### config.mk
export PLATFORM = sky130hd
export DESIGN_NAME = overdue_message_scheduler
export DESIGN_NICKNAME = d
export VERILOG_FILES = /design/src/design/oms_pkg.sv /design/src/design/overdue_message_scheduler.sv /design/src/design/oms_ram.sv /design/src/design/oms_dpath.sv /design/src/design/oms_ctrl.sv
export SDC_FILE = /design/constraint.sdc
export NUM_CORES = 2
export LEC_CHECK = 0
export BUFFER_PORTS_ARGS = -buffer_cell sky130_fd_sc_hd__buf_2
export CAP_MARGIN = 0
export CORE_ASPECT_RATIO = 0.9
export CORE_UTILIZATION = 40
export DETAILED_ROUTE_END_ITERATION = 8
export GPL_TIMING_DRIVEN = 1
export PLACE_DENSITY_LB_ADDON = 0.15
export SETUP_SLACK_MARGIN = 0.3
export SYNTH_ARGS = -nofsm -noshare
export SYNTH_HDL_FRONTEND = slang
export SYNTH_SLANG_ARGS = --single-unit
### constraint.sdc
create_clock -name clk -period 8.37 [get_ports clk]
set_input_delay 0.4185 -clock clk [delete_from_list [all_inputs] [get_ports clk]]
set_output_delay 0.4185 -clock clk [all_outputs]
set_load 0.03 [all_outputs]
### src/design/oms_pkg.sv
`timescale 1ns / 1ps
// types and constants shared by the overdue message scheduler modules
package oms_pkg;

	// fixed field widths
	localparam int OP_W     = 2;
	localparam int SLOT_W   = 4;
	localparam int TIME_W   = 64;
	localparam int PERIOD_W = 32;
	localparam int ACTIVE_W = 5;
	localparam int STATUS_W = 2;

	// request opcodes
	typedef enum logic [OP_W-1:0] {
		OP_TRIGGER = 2'd0,
		OP_UPDATE  = 2'd1,
		OP_DIRECT  = 2'd2,
		OP_LOAD    = 2'd3
	} opcode_t;

	// result status codes
	typedef enum logic [STATUS_W-1:0] {
		STS_OK        = 2'd0,
		STS_BAD_SLOT  = 2'd1,
		STS_RING_FULL = 2'd2
	} status_t;

	// controller states
	typedef enum logic [2:0] {
		S_IDLE,
		S_DECODE,
		S_DRAIN,
		S_SCAN,
		S_WAIT,
		S_RESULT
	} state_t;

	// commands from controller to datapath
	typedef struct packed {
		logic    latch;
		logic    push;
		logic    pop;
		logic    load_period;
		logic    sel_clear;
		logic    direct_issue;
		logic    scan_start;
		logic    scan_issue;
		logic    stamp;
		logic    res_load;
		logic    res_scan;
		status_t res_status;
	} cmd_t;

	// status from datapath to controller
	typedef struct packed {
		opcode_t opcode;
		logic    slot_ok;
		logic    ring_empty;
		logic    ring_full;
		logic    lim_zero;
		logic    scan_last;
		logic    pipe_busy;
	} stat_t;

endpackage

### src/design/overdue_message_scheduler.sv
`timescale 1ns / 1ps
// top level of the overdue message scheduler
//
// channel   direction  handshake                payload
// item      in         item_valid / item_stall  opcode, slot, cur_time, period_len
// result    out        result_valid / result_stall  status, sent, chosen_slot,
//                                                   overdue_amount
// cfg       in         cfg_valid / cfg_ready    cfg_data (active slot count)
//
// trigger and period load pass through the decode and result states to the result register.
// direct send adds one table read and three scan pipeline stages.
// update drains the D pending ring entries one per cycle, then issues the S
// active slots one per cycle into the scan pipeline.
// reset clears all tables by per-slot written marks; no clearing pass.
// a stalled result is held while the next item is already being worked on.
module overdue_message_scheduler
	import oms_pkg::*;
#(
	parameter int MAX_SLOTS  = 16,
	parameter int RING_DEPTH = 8
) (
	input  logic                clk,
	input  logic                arst_n,
	input  logic                item_valid,
	output logic                item_stall,
	input  logic [OP_W-1:0]     opcode,
	input  logic [SLOT_W-1:0]   slot,
	input  logic [TIME_W-1:0]   cur_time,
	input  logic [PERIOD_W-1:0] period_len,
	output logic                result_valid,
	input  logic                result_stall,
	output logic [STATUS_W-1:0] status,
	output logic                sent,
	output logic [SLOT_W-1:0]   chosen_slot,
	output logic [TIME_W-1:0]   overdue_amount,
	input  logic                cfg_valid,
	output logic                cfg_ready,
	input  logic [ACTIVE_W-1:0] cfg_data
);

	cmd_t  cmd;
	stat_t stat;

	// register writes are always taken
	assign cfg_ready = 1'b1;

	// controller
	oms_ctrl u_ctrl (
		.clk         (clk),
		.arst_n      (arst_n),
		.item_valid  (item_valid),
		.item_stall  (item_stall),
		.result_valid(result_valid),
		.result_stall(result_stall),
		.stat        (stat),
		.cmd         (cmd)
	);

	// datapath
	oms_dpath #(
		.MAX_SLOTS (MAX_SLOTS),
		.RING_DEPTH(RING_DEPTH)
	) u_dpath (
		.clk           (clk),
		.arst_n        (arst_n),
		.cmd           (cmd),
		.stat          (stat),
		.cfg_we        (cfg_valid & cfg_ready),
		.cfg_data      (cfg_data),
		.opcode        (opcode),
		.slot          (slot),
		.cur_time      (cur_time),
		.period_len    (period_len),
		.status        (status),
		.sent          (sent),
		.chosen_slot   (chosen_slot),
		.overdue_amount(overdue_amount)
	);

endmodule

### src/design/oms_ram.sv
`timescale 1ns / 1ps
// generic single write port ram with registered read
module oms_ram #(
	parameter int WIDTH = 8,
	parameter int DEPTH = 16
) (
	input  logic                     clk,
	input  logic                     we,
	input  logic [$clog2(DEPTH)-1:0] waddr,
	input  logic [WIDTH-1:0]         wdata,
	input  logic [$clog2(DEPTH)-1:0] raddr,
	output logic [WIDTH-1:0]         rdata
);

	logic [WIDTH-1:0] mem [DEPTH];

	// write and registered read
	always_ff @(posedge clk) begin
		if (we) begin
			mem[waddr] <= wdata;
		end
		rdata <= mem[raddr];
	end

endmodule

### src/design/oms_dpath.sv
`timescale 1ns / 1ps
// scheduler datapath: tables, trigger ring, scan pipeline and result register
module oms_dpath
	import oms_pkg::*;
#(
	parameter int MAX_SLOTS  = 16,
	parameter int RING_DEPTH = 8
) (
	input  logic                clk,
	input  logic                arst_n,
	input  cmd_t                cmd,
	output stat_t               stat,
	input  logic                cfg_we,
	input  logic [ACTIVE_W-1:0] cfg_data,
	input  logic [OP_W-1:0]     opcode,
	input  logic [SLOT_W-1:0]   slot,
	input  logic [TIME_W-1:0]   cur_time,
	input  logic [PERIOD_W-1:0] period_len,
	output logic [STATUS_W-1:0] status,
	output logic                sent,
	output logic [SLOT_W-1:0]   chosen_slot,
	output logic [TIME_W-1:0]   overdue_amount
);

	localparam int IDX_W  = $clog2(MAX_SLOTS);
	localparam int RW     = $clog2(RING_DEPTH);
	localparam int LIM_B  = $clog2(MAX_SLOTS + 1);
	localparam int CW     = (LIM_B > ACTIVE_W) ? LIM_B : ACTIVE_W;

	// configuration and latched request
	logic [ACTIVE_W-1:0] active_q;
	opcode_t             opcode_q;
	logic [SLOT_W-1:0]   slot_q;
	logic [TIME_W-1:0]   uptime_q;
	logic [PERIOD_W-1:0] period_q;

	// per-slot state
	logic [MAX_SLOTS-1:0] flags_q;
	logic [MAX_SLOTS-1:0] per_vld_q;
	logic [MAX_SLOTS-1:0] ls_vld_q;

	// ring pointers and drain stage
	logic [RW-1:0]     head_q, tail_q, head_nxt, tail_nxt;
	logic              drain_vld_s1;
	logic [SLOT_W-1:0] ring_rd;

	// scan pipeline
	logic [IDX_W-1:0]    cnt_q, tbl_addr, slot_idx;
	logic                issue;
	logic                vld_s1, vld_s2, vld_s3;
	logic [IDX_W-1:0]    idx_s1, idx_s2, idx_s3;
	logic [PERIOD_W-1:0] per_rd, per_eff, per_s2;
	logic [TIME_W-1:0]   last_rd, last_eff, elapsed_s2, cand_s3;
	logic                flag_s2, flag_s3, due_s3, per_nz_s3;
	logic [TIME_W:0]     diff;

	// selection state
	logic                direct_q, have_q, trig_q, take;
	logic [TIME_W-1:0]   best_q;
	logic [IDX_W-1:0]    pick_q;

	// result register
	status_t             res_status_q;
	logic                res_sent_q;
	logic [SLOT_W-1:0]   res_slot_q;
	logic [TIME_W-1:0]   res_amount_q;

	logic [CW-1:0]       lim, act_w;

	// effective slot limit
	assign act_w = CW'(active_q);
	assign lim   = (act_w > CW'(MAX_SLOTS)) ? CW'(MAX_SLOTS) : act_w;

	assign slot_idx = IDX_W'(slot_q);
	assign head_nxt = (head_q == RW'(RING_DEPTH - 1)) ? '0 : head_q + 1'b1;
	assign tail_nxt = (tail_q == RW'(RING_DEPTH - 1)) ? '0 : tail_q + 1'b1;

	// status to controller
	assign stat.opcode     = opcode_q;
	assign stat.slot_ok    = CW'(slot_q) < lim;
	assign stat.ring_empty = head_q == tail_q;
	assign stat.ring_full  = head_nxt == tail_q;
	assign stat.lim_zero   = lim == '0;
	assign stat.scan_last  = CW'(cnt_q) == (lim - CW'(1));
	assign stat.pipe_busy  = vld_s1 | vld_s2 | vld_s3;

	// config register
	always_ff @(posedge clk or negedge arst_n) begin
		if (!arst_n) begin
			active_q <= '0;
		end else if (cfg_we) begin
			active_q <= cfg_data;
		end
	end

	// request capture
	always_ff @(posedge clk) begin
		if (cmd.latch) begin
			opcode_q <= opcode_t'(opcode);
			slot_q   <= slot;
			uptime_q <= cur_time;
			period_q <= period_len;
		end
	end

	// trigger ring storage
	oms_ram #(
		.WIDTH(SLOT_W),
		.DEPTH(RING_DEPTH)
	) u_ring (
		.clk  (clk),
		.we   (cmd.push),
		.waddr(head_q),
		.wdata(slot_q),
		.raddr(tail_q),
		.rdata(ring_rd)
	);

	// ring pointers
	always_ff @(posedge clk or negedge arst_n) begin
		if (!arst_n) begin
			head_q       <= '0;
			tail_q       <= '0;
			drain_vld_s1 <= 1'b0;
		end else begin
			if (cmd.push) begin
				head_q <= head_nxt;
			end
			if (cmd.pop) begin
				tail_q <= tail_nxt;
			end
			drain_vld_s1 <= cmd.pop;
		end
	end

	// table read address: scan counter or direct slot
	assign tbl_addr = cmd.direct_issue ? slot_idx : cnt_q;
	assign issue    = cmd.direct_issue | cmd.scan_issue;

	oms_ram #(
		.WIDTH(PERIOD_W),
		.DEPTH(MAX_SLOTS)
	) u_period (
		.clk  (clk),
		.we   (cmd.load_period),
		.waddr(slot_idx),
		.wdata(period_q),
		.raddr(tbl_addr),
		.rdata(per_rd)
	);

	oms_ram #(
		.WIDTH(TIME_W),
		.DEPTH(MAX_SLOTS)
	) u_last (
		.clk  (clk),
		.we   (cmd.stamp & have_q),
		.waddr(pick_q),
		.wdata(uptime_q),
		.raddr(tbl_addr),
		.rdata(last_rd)
	);

	// per-slot flags and written marks
	always_ff @(posedge clk or negedge arst_n) begin
		if (!arst_n) begin
			flags_q   <= '0;
			per_vld_q <= '0;
			ls_vld_q  <= '0;
		end else begin
			if (drain_vld_s1 && (CW'(ring_rd) < CW'(MAX_SLOTS))) begin
				flags_q[IDX_W'(ring_rd)] <= 1'b1;
			end
			if (cmd.stamp && have_q) begin
				flags_q[pick_q]  <= 1'b0;
				ls_vld_q[pick_q] <= 1'b1;
			end
			if (cmd.load_period) begin
				per_vld_q[slot_idx] <= 1'b1;
			end
		end
	end

	// scan counter
	always_ff @(posedge clk or negedge arst_n) begin
		if (!arst_n) begin
			cnt_q <= '0;
		end else if (cmd.scan_start) begin
			cnt_q <= '0;
		end else if (cmd.scan_issue) begin
			cnt_q <= cnt_q + 1'b1;
		end
	end

	// unwritten entries read as zero
	assign per_eff  = per_vld_q[idx_s1] ? per_rd : '0;
	assign last_eff = ls_vld_q[idx_s1] ? last_rd : '0;
	assign diff     = {1'b0, elapsed_s2} - {{(TIME_W - PERIOD_W + 1){1'b0}}, per_s2};

	// scan pipeline valids
	always_ff @(posedge clk or negedge arst_n) begin
		if (!arst_n) begin
			vld_s1 <= 1'b0;
			vld_s2 <= 1'b0;
			vld_s3 <= 1'b0;
		end else begin
			vld_s1 <= issue;
			vld_s2 <= vld_s1;
			vld_s3 <= vld_s2;
		end
	end

	// scan pipeline payload: elapsed time, then overdue
	always_ff @(posedge clk) begin
		idx_s1     <= tbl_addr;
		elapsed_s2 <= uptime_q - last_eff;
		per_s2     <= per_eff;
		flag_s2    <= flags_q[idx_s1];
		idx_s2     <= idx_s1;
		due_s3     <= ~diff[TIME_W];
		cand_s3    <= diff[TIME_W] ? '0 : diff[TIME_W-1:0];
		per_nz_s3  <= per_s2 != '0;
		flag_s3    <= flag_s2;
		idx_s3     <= idx_s2;
	end

	// candidate selection: a direct send takes its slot; else triggered slots first, ties to the later slot
	always_comb begin
		take = 1'b0;
		if (vld_s3) begin
			if (direct_q) begin
				take = 1'b1;
			end else if (flag_s3) begin
				take = !trig_q || (cand_s3 >= best_q);
			end else begin
				take = !trig_q && per_nz_s3 && due_s3 && (cand_s3 >= best_q);
			end
		end
	end

	always_ff @(posedge clk or negedge arst_n) begin
		if (!arst_n) begin
			direct_q <= 1'b0;
			have_q   <= 1'b0;
			trig_q   <= 1'b0;
			best_q   <= '0;
			pick_q   <= '0;
		end else if (cmd.sel_clear) begin
			direct_q <= cmd.direct_issue;
			have_q   <= 1'b0;
			trig_q   <= 1'b0;
			best_q   <= '0;
			pick_q   <= '0;
		end else if (take) begin
			have_q <= 1'b1;
			best_q <= cand_s3;
			pick_q <= idx_s3;
			if (flag_s3) begin
				trig_q <= 1'b1;
			end
		end
	end

	// result register
	always_ff @(posedge clk) begin
		if (cmd.res_load) begin
			res_status_q <= cmd.res_status;
			res_sent_q   <= cmd.res_scan & have_q;
			res_slot_q   <= (cmd.res_scan & have_q) ? SLOT_W'(pick_q) : '0;
			res_amount_q <= (cmd.res_scan & have_q) ? best_q : '0;
		end
	end

	assign status         = res_status_q;
	assign sent           = res_sent_q;
	assign chosen_slot    = res_slot_q;
	assign overdue_amount = res_amount_q;

endmodule

### src/design/oms_ctrl.sv
`timescale 1ns / 1ps
// scheduler controller: request sequencing and result handshake
module oms_ctrl
	import oms_pkg::*;
(
	input  logic  clk,
	input  logic  arst_n,
	input  logic  item_valid,
	output logic  item_stall,
	output logic  result_valid,
	input  logic  result_stall,
	input  stat_t stat,
	output cmd_t  cmd
);

	state_t  state_q, state_nxt;
	status_t status_q, status_nxt;
	logic    scan_q, scan_nxt;
	logic    out_valid_q;

	assign item_stall   = state_q != S_IDLE;
	assign result_valid = out_valid_q;

	// state and result valid registers
	always_ff @(posedge clk or negedge arst_n) begin
		if (!arst_n) begin
			state_q     <= S_IDLE;
			status_q    <= STS_OK;
			scan_q      <= 1'b0;
			out_valid_q <= 1'b0;
		end else begin
			state_q  <= state_nxt;
			status_q <= status_nxt;
			scan_q   <= scan_nxt;
			if (cmd.res_load) begin
				out_valid_q <= 1'b1;
			end else if (!result_stall) begin
				out_valid_q <= 1'b0;
			end
		end
	end

	// next state and commands
	always_comb begin
		state_nxt      = state_q;
		status_nxt     = status_q;
		scan_nxt       = scan_q;
		cmd            = '0;
		cmd.res_status = status_q;
		cmd.res_scan   = scan_q;
		unique case (state_q)
			S_IDLE: begin
				if (item_valid) begin
					cmd.latch = 1'b1;
					state_nxt = S_DECODE;
				end
			end
			S_DECODE: begin
				status_nxt = STS_OK;
				scan_nxt   = 1'b0;
				state_nxt  = S_RESULT;
				unique case (stat.opcode)
					OP_TRIGGER: begin
						if (!stat.slot_ok) begin
							status_nxt = STS_BAD_SLOT;
						end else if (stat.ring_full) begin
							status_nxt = STS_RING_FULL;
						end else begin
							cmd.push = 1'b1;
						end
					end
					OP_UPDATE: begin
						cmd.sel_clear = 1'b1;
						scan_nxt      = 1'b1;
						state_nxt     = S_DRAIN;
					end
					OP_DIRECT: begin
						if (!stat.slot_ok) begin
							status_nxt = STS_BAD_SLOT;
						end else begin
							cmd.sel_clear    = 1'b1;
							cmd.direct_issue = 1'b1;
							scan_nxt         = 1'b1;
							state_nxt        = S_WAIT;
						end
					end
					OP_LOAD: begin
						if (!stat.slot_ok) begin
							status_nxt = STS_BAD_SLOT;
						end else begin
							cmd.load_period = 1'b1;
						end
					end
					default: begin
						status_nxt = STS_OK;
					end
				endcase
			end
			S_DRAIN: begin
				// move pending triggers into the flags, then start the scan
				if (!stat.ring_empty) begin
					cmd.pop = 1'b1;
				end else begin
					cmd.scan_start = 1'b1;
					state_nxt      = stat.lim_zero ? S_WAIT : S_SCAN;
				end
			end
			S_SCAN: begin
				cmd.scan_issue = 1'b1;
				if (stat.scan_last) begin
					state_nxt = S_WAIT;
				end
			end
			S_WAIT: begin
				// stamp the chosen slot once the pipeline is empty
				if (!stat.pipe_busy) begin
					cmd.stamp = 1'b1;
					state_nxt = S_RESULT;
				end
			end
			S_RESULT: begin
				if (!out_valid_q || !result_stall) begin
					cmd.res_load = 1'b1;
					state_nxt    = S_IDLE;
				end
			end
			default: begin
				state_nxt = S_IDLE;
			end
		endcase
	end

endmodule
==> results <==
- The flow ran to the end, and the final reports show no timing, DRC or antenna violations.
- In the final routed layout, each cell accounts on average for 26.5 um.
- Clock-pin slew was measured on the worst setup and hold paths at roughly 0.060 ns.
- The max-cap violation count is 0.
- The sequential power share is 0.412.
- TritonCTS built the clock tree.
- Of all nets on the critical path, the largest fanout is 39.
- The net switching fraction of the power is 0.354.
- On the final layout, the worst clock skew is slightly below 0.08 ns.
- The count of buffers added on input and output ports is between 150 and 200.
- For this block, the routed nets add up to about 240000 um of wire.
- The proportion of power drawn by the clock network is 0.274.
- The number of hold-repair buffers added at the cts stage is between 100 and 150.
- Across every metal layer, demand over resource in global routing totals 0.221.
- The number of DRC markers in iteration 0 is between 5000 and 6000.
- For this run, design rule violations remaining after detail routing come to 0.
- Setup violations remaining at the end of the flow were counted as 0.
- The worst supply voltage drop on vdd is between 0.2 and 0.3 mV.
- Relative to the synthesized area, the layout overhead comes to 15.3%.
- The maximum clock frequency is approximately 170 MHz.
- In this run the power spent charging and discharging nets is about 13 mW.
- For this run, global-route usage on met3 was measured as 0.0500.
- The met2 layer usage reported by global route is 0.324.
- The internal portion of total power is roughly 23 mW.
- In the final layout, the share of cells above drive strength 1 is 0.145.
- The total number of clock tree sinks is about 2200.
- The initial antenna violation count was 15.
- The portion of the post-synthesis area used by sequential elements is 0.717.
- The data arrival at the endpoint of the critical path is 6.67 ns.
- The final hold violation count is 0.
- TritonCTS created 220 clock buffers.
- The critical path is of the flop to flop type.
- The number of pins exceeding their max-slew limit in the final report was 0.
- Post-CTS repair changed the size of 0 cells.
- Summed over all cells, the static leakage comes to around 35 nW.
- The critical path starts at u_dpath.idx_s1[0].
- The height of the die is around 440 um.
- The synthesized netlist occupies a cell area of approximately 86000 um^2.
- In the final design database the tool counted roughly 6300 nets.
- The number of levels in the clock H-tree is 4.
- The number of global-route vias before repair came to 47900.
- On the final layout, the worst hold slack is around 0.17 ns.
- The longest clock path from root to sink contains 3 buffers.
- Counting tap cells, the placed design contains a total of roughly 8500 instances.
- The die covers 216000 um^2.
- The effective utilization at floorplan is 0.404.
- The worst endpoint required time is roughly 9.1 ns.
- After global routing, the most crowded layer is met1.
- Summing all placed instances gives a cell area of between 90000 and 100000 um^2.
- The final non-filler cell total is around 9000.
- For the pin with the worst max-slew slack, the measured transition is 1.14 ns.
- Before antenna repair, the detailed router went through 6 iterations.
- The mean area per synthesized cell is 15.1 um^2.
- The endpoint of the worst-slack reg-to-reg timing path is u_dpath.elapsed_s2[35].
- After synthesis, the cell types taking the most area are sky130_fd_sc_hd__edfxtp_1 (61%), sky130_fd_sc_hd__dfxtp_1 (6.5%), sky130_fd_sc_hd__mux4_2 (4.3%).
- The proportion of register bits with asynchronous set or reset after synthesis is 0.0671.
- The weighted congestion at the end of routability-driven global placement is a little over 0.9.
- The floorplan has between 150 and 200 rows.
- The sum of negative setup slack is 0 ns.
- In this run the critical register-to-register path is launched from u_dpath.idx_s1[0].
- The top-area cell type share of the netlist area is 0.610.
- The number of cell instances on the worst register-to-register path is 14.
- The clock tree root buffer cell is sky130_fd_sc_hd__clkbuf_16.
- Setup repair after global routing left no endpoint under its margin.
- The dominant synthesized flop cell is sky130_fd_sc_hd__edfxtp_1.
- Summed over all layers, the global routing overflow is 0.
- The worst hold path class is input pin to asynchronous set/reset pin.
- The most area-hungry cell type in the Yosys netlist is sky130_fd_sc_hd__edfxtp_1.
- The post-synthesis register bit count is about 2200.
- The first global-routing pass estimated 341000 um of wire.
- The worst path needs a little under 6 ns of the cycle, external delays included.
- The total area inside the core boundary comes to between 200000 and 250000 um^2.
- The share of total power dissipated in combinational logic is 0.314.
- In the global route stage, met1 resource usage came out at 0.325.
- The critical path ends at u_dpath.elapsed_s2[35].
- The number of top-level design ports is 186.
- Yosys printed 0 warnings.
- The die span in x is 490 um.
- The pin count of the biggest net entering global routing is 126.
- The number of flops mapped to enable cells by yosys is approximately 1700.
- The number of library cell types mapped by synthesis is 77.
- The kind of end point of the critical path is a flop.
- After filler insertion, the fill cell instance count of the layout stands at approximately 18000.
- The final cycle utilization of the critical path is 0.711.
- Synthesis produced a netlist whose cell count is 5680.
- The final design instance area without fill is 98800 um^2.
- The number of buffers inserted by post-CTS setup repair is 0.
- The clock insertion delay at the later pin of the skew report is between 0.8 and 0.9 ns.
- The completed layout was analyzed and its total power is between 30 and 40 mW.
- The via total after detailed routing is slightly below 50000.
- In this run the tightest slew margin relative to its limit is 0.230.
- The residual antenna-violating net count after detailed routing is 0.
- The worst reg-to-reg setup slack is between 2 and 2.5 ns.
- The via-per-instance ratio is roughly 5.5.
- The cell area power density is between 300 and 400 nW/um^2.
- The number of nets handed over by synthesis was roughly 6000.
- The wire-length estimate of the detail-placed layout is 141000 um.
- STA classifies the critical path startpoint as a flop.
[state kept, by name (all words and copies together) (netlist names), 5 cells and up]
register                count
u_dpath.act_w               5
u_dpath.u_last.mem       1024
u_dpath.u_period.mem      512
u_dpath.elapsed_s2         64
u_dpath.u_period.rdata     32
u_dpath.overdue_amount     64
u_dpath.period_q           32
u_dpath.cand_s3            64
u_dpath.u_ring.mem         32
u_dpath.uptime_q           64
u_dpath.per_vld_q          16
u_dpath.ls_vld_q           16
u_dpath.per_s2             32
u_dpath.best_q             64
u_dpath.flags_q            16
u_dpath.u_last.rdata       64
[power groups by stage]
stage / clock, mW / combinational (mW) / sequential (mW)
floorplan: 0 / 7.99 / 14.3
global placement: 0 / 11.2 / 15.1
detailed placement: 0 / 11.3 / 15.1
CTS: 10.1 / 11.4 / 14.9
global route: 10.5 / 12.4 / 15.0
finish: 9.90 / 11.4 / 14.9
[cell usage after synthesis, types with 21 or more instances]
| library cell | n |
|---|---|
| sky130_fd_sc_hd__a21o_1 | 74 |
| sky130_fd_sc_hd__a21oi_1 | 214 |
| sky130_fd_sc_hd__a32o_1 | 47 |
| sky130_fd_sc_hd__and2_1 | 38 |
| sky130_fd_sc_hd__and3_1 | 82 |
| sky130_fd_sc_hd__buf_1 | 42 |
| sky130_fd_sc_hd__clkbuf_1 | 214 |
| sky130_fd_sc_hd__dfrtp_1 | 145 |
| sky130_fd_sc_hd__dfxtp_1 | 276 |
| sky130_fd_sc_hd__edfxtp_1 | 1741 |
| sky130_fd_sc_hd__ha_1 | 172 |
| sky130_fd_sc_hd__inv_1 | 126 |
| sky130_fd_sc_hd__mux2_2 | 29 |
| sky130_fd_sc_hd__mux2i_1 | 367 |
| sky130_fd_sc_hd__mux4_2 | 164 |
| sky130_fd_sc_hd__nand2_1 | 560 |
| sky130_fd_sc_hd__nand3_1 | 182 |
| sky130_fd_sc_hd__nand4_1 | 33 |
| sky130_fd_sc_hd__nor2_1 | 374 |
| sky130_fd_sc_hd__nor2b_1 | 29 |
| sky130_fd_sc_hd__nor3_1 | 49 |
| sky130_fd_sc_hd__nor4_1 | 90 |
| sky130_fd_sc_hd__o21a_1 | 21 |
| sky130_fd_sc_hd__o21ai_0 | 91 |
| sky130_fd_sc_hd__o22ai_1 | 126 |
| sky130_fd_sc_hd__or2_2 | 43 |
| sky130_fd_sc_hd__or4_1 | 42 |
| sky130_fd_sc_hd__xnor2_1 | 60 |
| sky130_fd_sc_hd__xor2_1 | 45 |
[layer usage]
layer | share of wire | vias up
met4 | 0.027 | 6
met3 | 0.080 | 325
met1 | 0.46 | 25100
li1 | - | 22200
met5 | 0.00060 | -
met2 | 0.43 | 1698
[cells in the final DEF (no fill, tap or decap), types with 63 or more instances in the layout]
| cell type | netlist | final |
|---|---|---|
| sky130_fd_sc_hd__mux4_2 | 164 | 164 |
| sky130_fd_sc_hd__dfxtp_1 | 276 | 276 |
| sky130_fd_sc_hd__o22ai_1 | 126 | 126 |
| sky130_fd_sc_hd__and3_1 | 82 | 82 |
| sky130_fd_sc_hd__ha_1 | 172 | 172 |
| sky130_fd_sc_hd__a21oi_1 | 214 | 213 |
| sky130_fd_sc_hd__buf_2 | 18 | 183 |
| sky130_fd_sc_hd__clkbuf_1 | 214 | 63 |
| sky130_fd_sc_hd__nand2_1 | 560 | 556 |
| sky130_fd_sc_hd__clkbuf_16 | 0 | 227 |
| sky130_fd_sc_hd__nand3_1 | 182 | 178 |
| sky130_fd_sc_hd__buf_4 | 2 | 83 |
| sky130_fd_sc_hd__nor2_1 | 374 | 347 |
| sky130_fd_sc_hd__o21ai_0 | 91 | 91 |
| sky130_fd_sc_hd__mux2i_1 | 367 | 364 |
| sky130_fd_sc_hd__dlygate4sd3_1 | 0 | 115 |
| sky130_fd_sc_hd__a21o_1 | 74 | 74 |
| sky130_fd_sc_hd__edfxtp_1 | 1741 | 1741 |
| sky130_fd_sc_hd__nor4_1 | 90 | 90 |
| sky130_fd_sc_hd__dfrtp_1 | 145 | 145 |
| sky130_fd_sc_hd__inv_1 | 126 | 125 |
[critical path, cell delays in order (launching register included)]
cell	delay, ns
sky130_fd_sc_hd__dfxtp_1	0.87
sky130_fd_sc_hd__mux4_2	0.59
sky130_fd_sc_hd__mux4_2	0.92
sky130_fd_sc_hd__buf_4	0.43
sky130_fd_sc_hd__nand2_1	0.13
sky130_fd_sc_hd__ha_1	0.29
sky130_fd_sc_hd__a211o_1	0.27
sky130_fd_sc_hd__o31a_1	0.29
sky130_fd_sc_hd__a31o_2	0.28
sky130_fd_sc_hd__nand4_1	0.14
sky130_fd_sc_hd__nor2b_1	0.26
sky130_fd_sc_hd__o21ai_0	0.20
sky130_fd_sc_hd__a2111oi_0	0.83
sky130_fd_sc_hd__o41ai_1	0.15
sky130_fd_sc_hd__xor2_1	0.18
[per-stage QoR]
step	utilization	setup slack, ns
6_report	0.466	2.42
5_1_grt	0.466	1.95
4_1_cts	0.466	2.27
3_5_place_dp	0.426	2.26
3_3_place_gp	0.426	2.35
2_1_floorplan	-	2.03
[how the worst min path moves through the flow]
stage | to | slack [ns] | depth (start not counted)
finish | u_ctrl.state_q[0] | 0.17 | 2
global route | u_dpath.uptime_q[4] | 0.18 | 2
CTS | u_ctrl.state_q[2] | 0.09 | 5
detailed placement | u_dpath.idx_s3[3] | 0.31 | 0
global placement | u_dpath.idx_s3[2] | 0.31 | 0
floorplan | u_ctrl.result_valid | 0.12 | 0
[layout make-up]
| cell class | instances | area [um^2] | area share |
|---|---|---|---|
| diodes | 5 | 12.5 | 0.000127 |
| clock buffers | 316 | 6270 | 0.0635 |
| clock inverters | 99 | 1140 | 0.0115 |
| inverters | 128 | 495 | 0.00502 |
| multi-input cells | 3111 | 23000 | 0.233 |
| flip-flops and latches | 2162 | 61400 | 0.622 |
| well taps | 2835 | 3550 | 0.0359 |
| repair buffers | 390 | 2860 | 0.0290 |
[logic make-up (layout without fill, tap and decap cells)]
| kind of cell | count (synthesis) | in the layout | synth area share |
|---|---|---|---|
| AND/OR/NAND/NOR | 1586 | 1586 | 0.0869 |
| other | 1 | 6 | 0.0000438 |
| adder cells (fa/ha/maj) | 174 | 174 | 0.0256 |
| XOR/XNOR | 105 | 105 | 0.0107 |
| multiplexers | 560 | 560 | 0.0898 |
| AO/OA/AOI/OAI | 685 | 685 | 0.0513 |
| buffers and inverters | 407 | 933 | 0.0184 |
| flip-flops | 2162 | 2162 | 0.717 |
No activity file was read; power rests on OpenSTA's default activity.
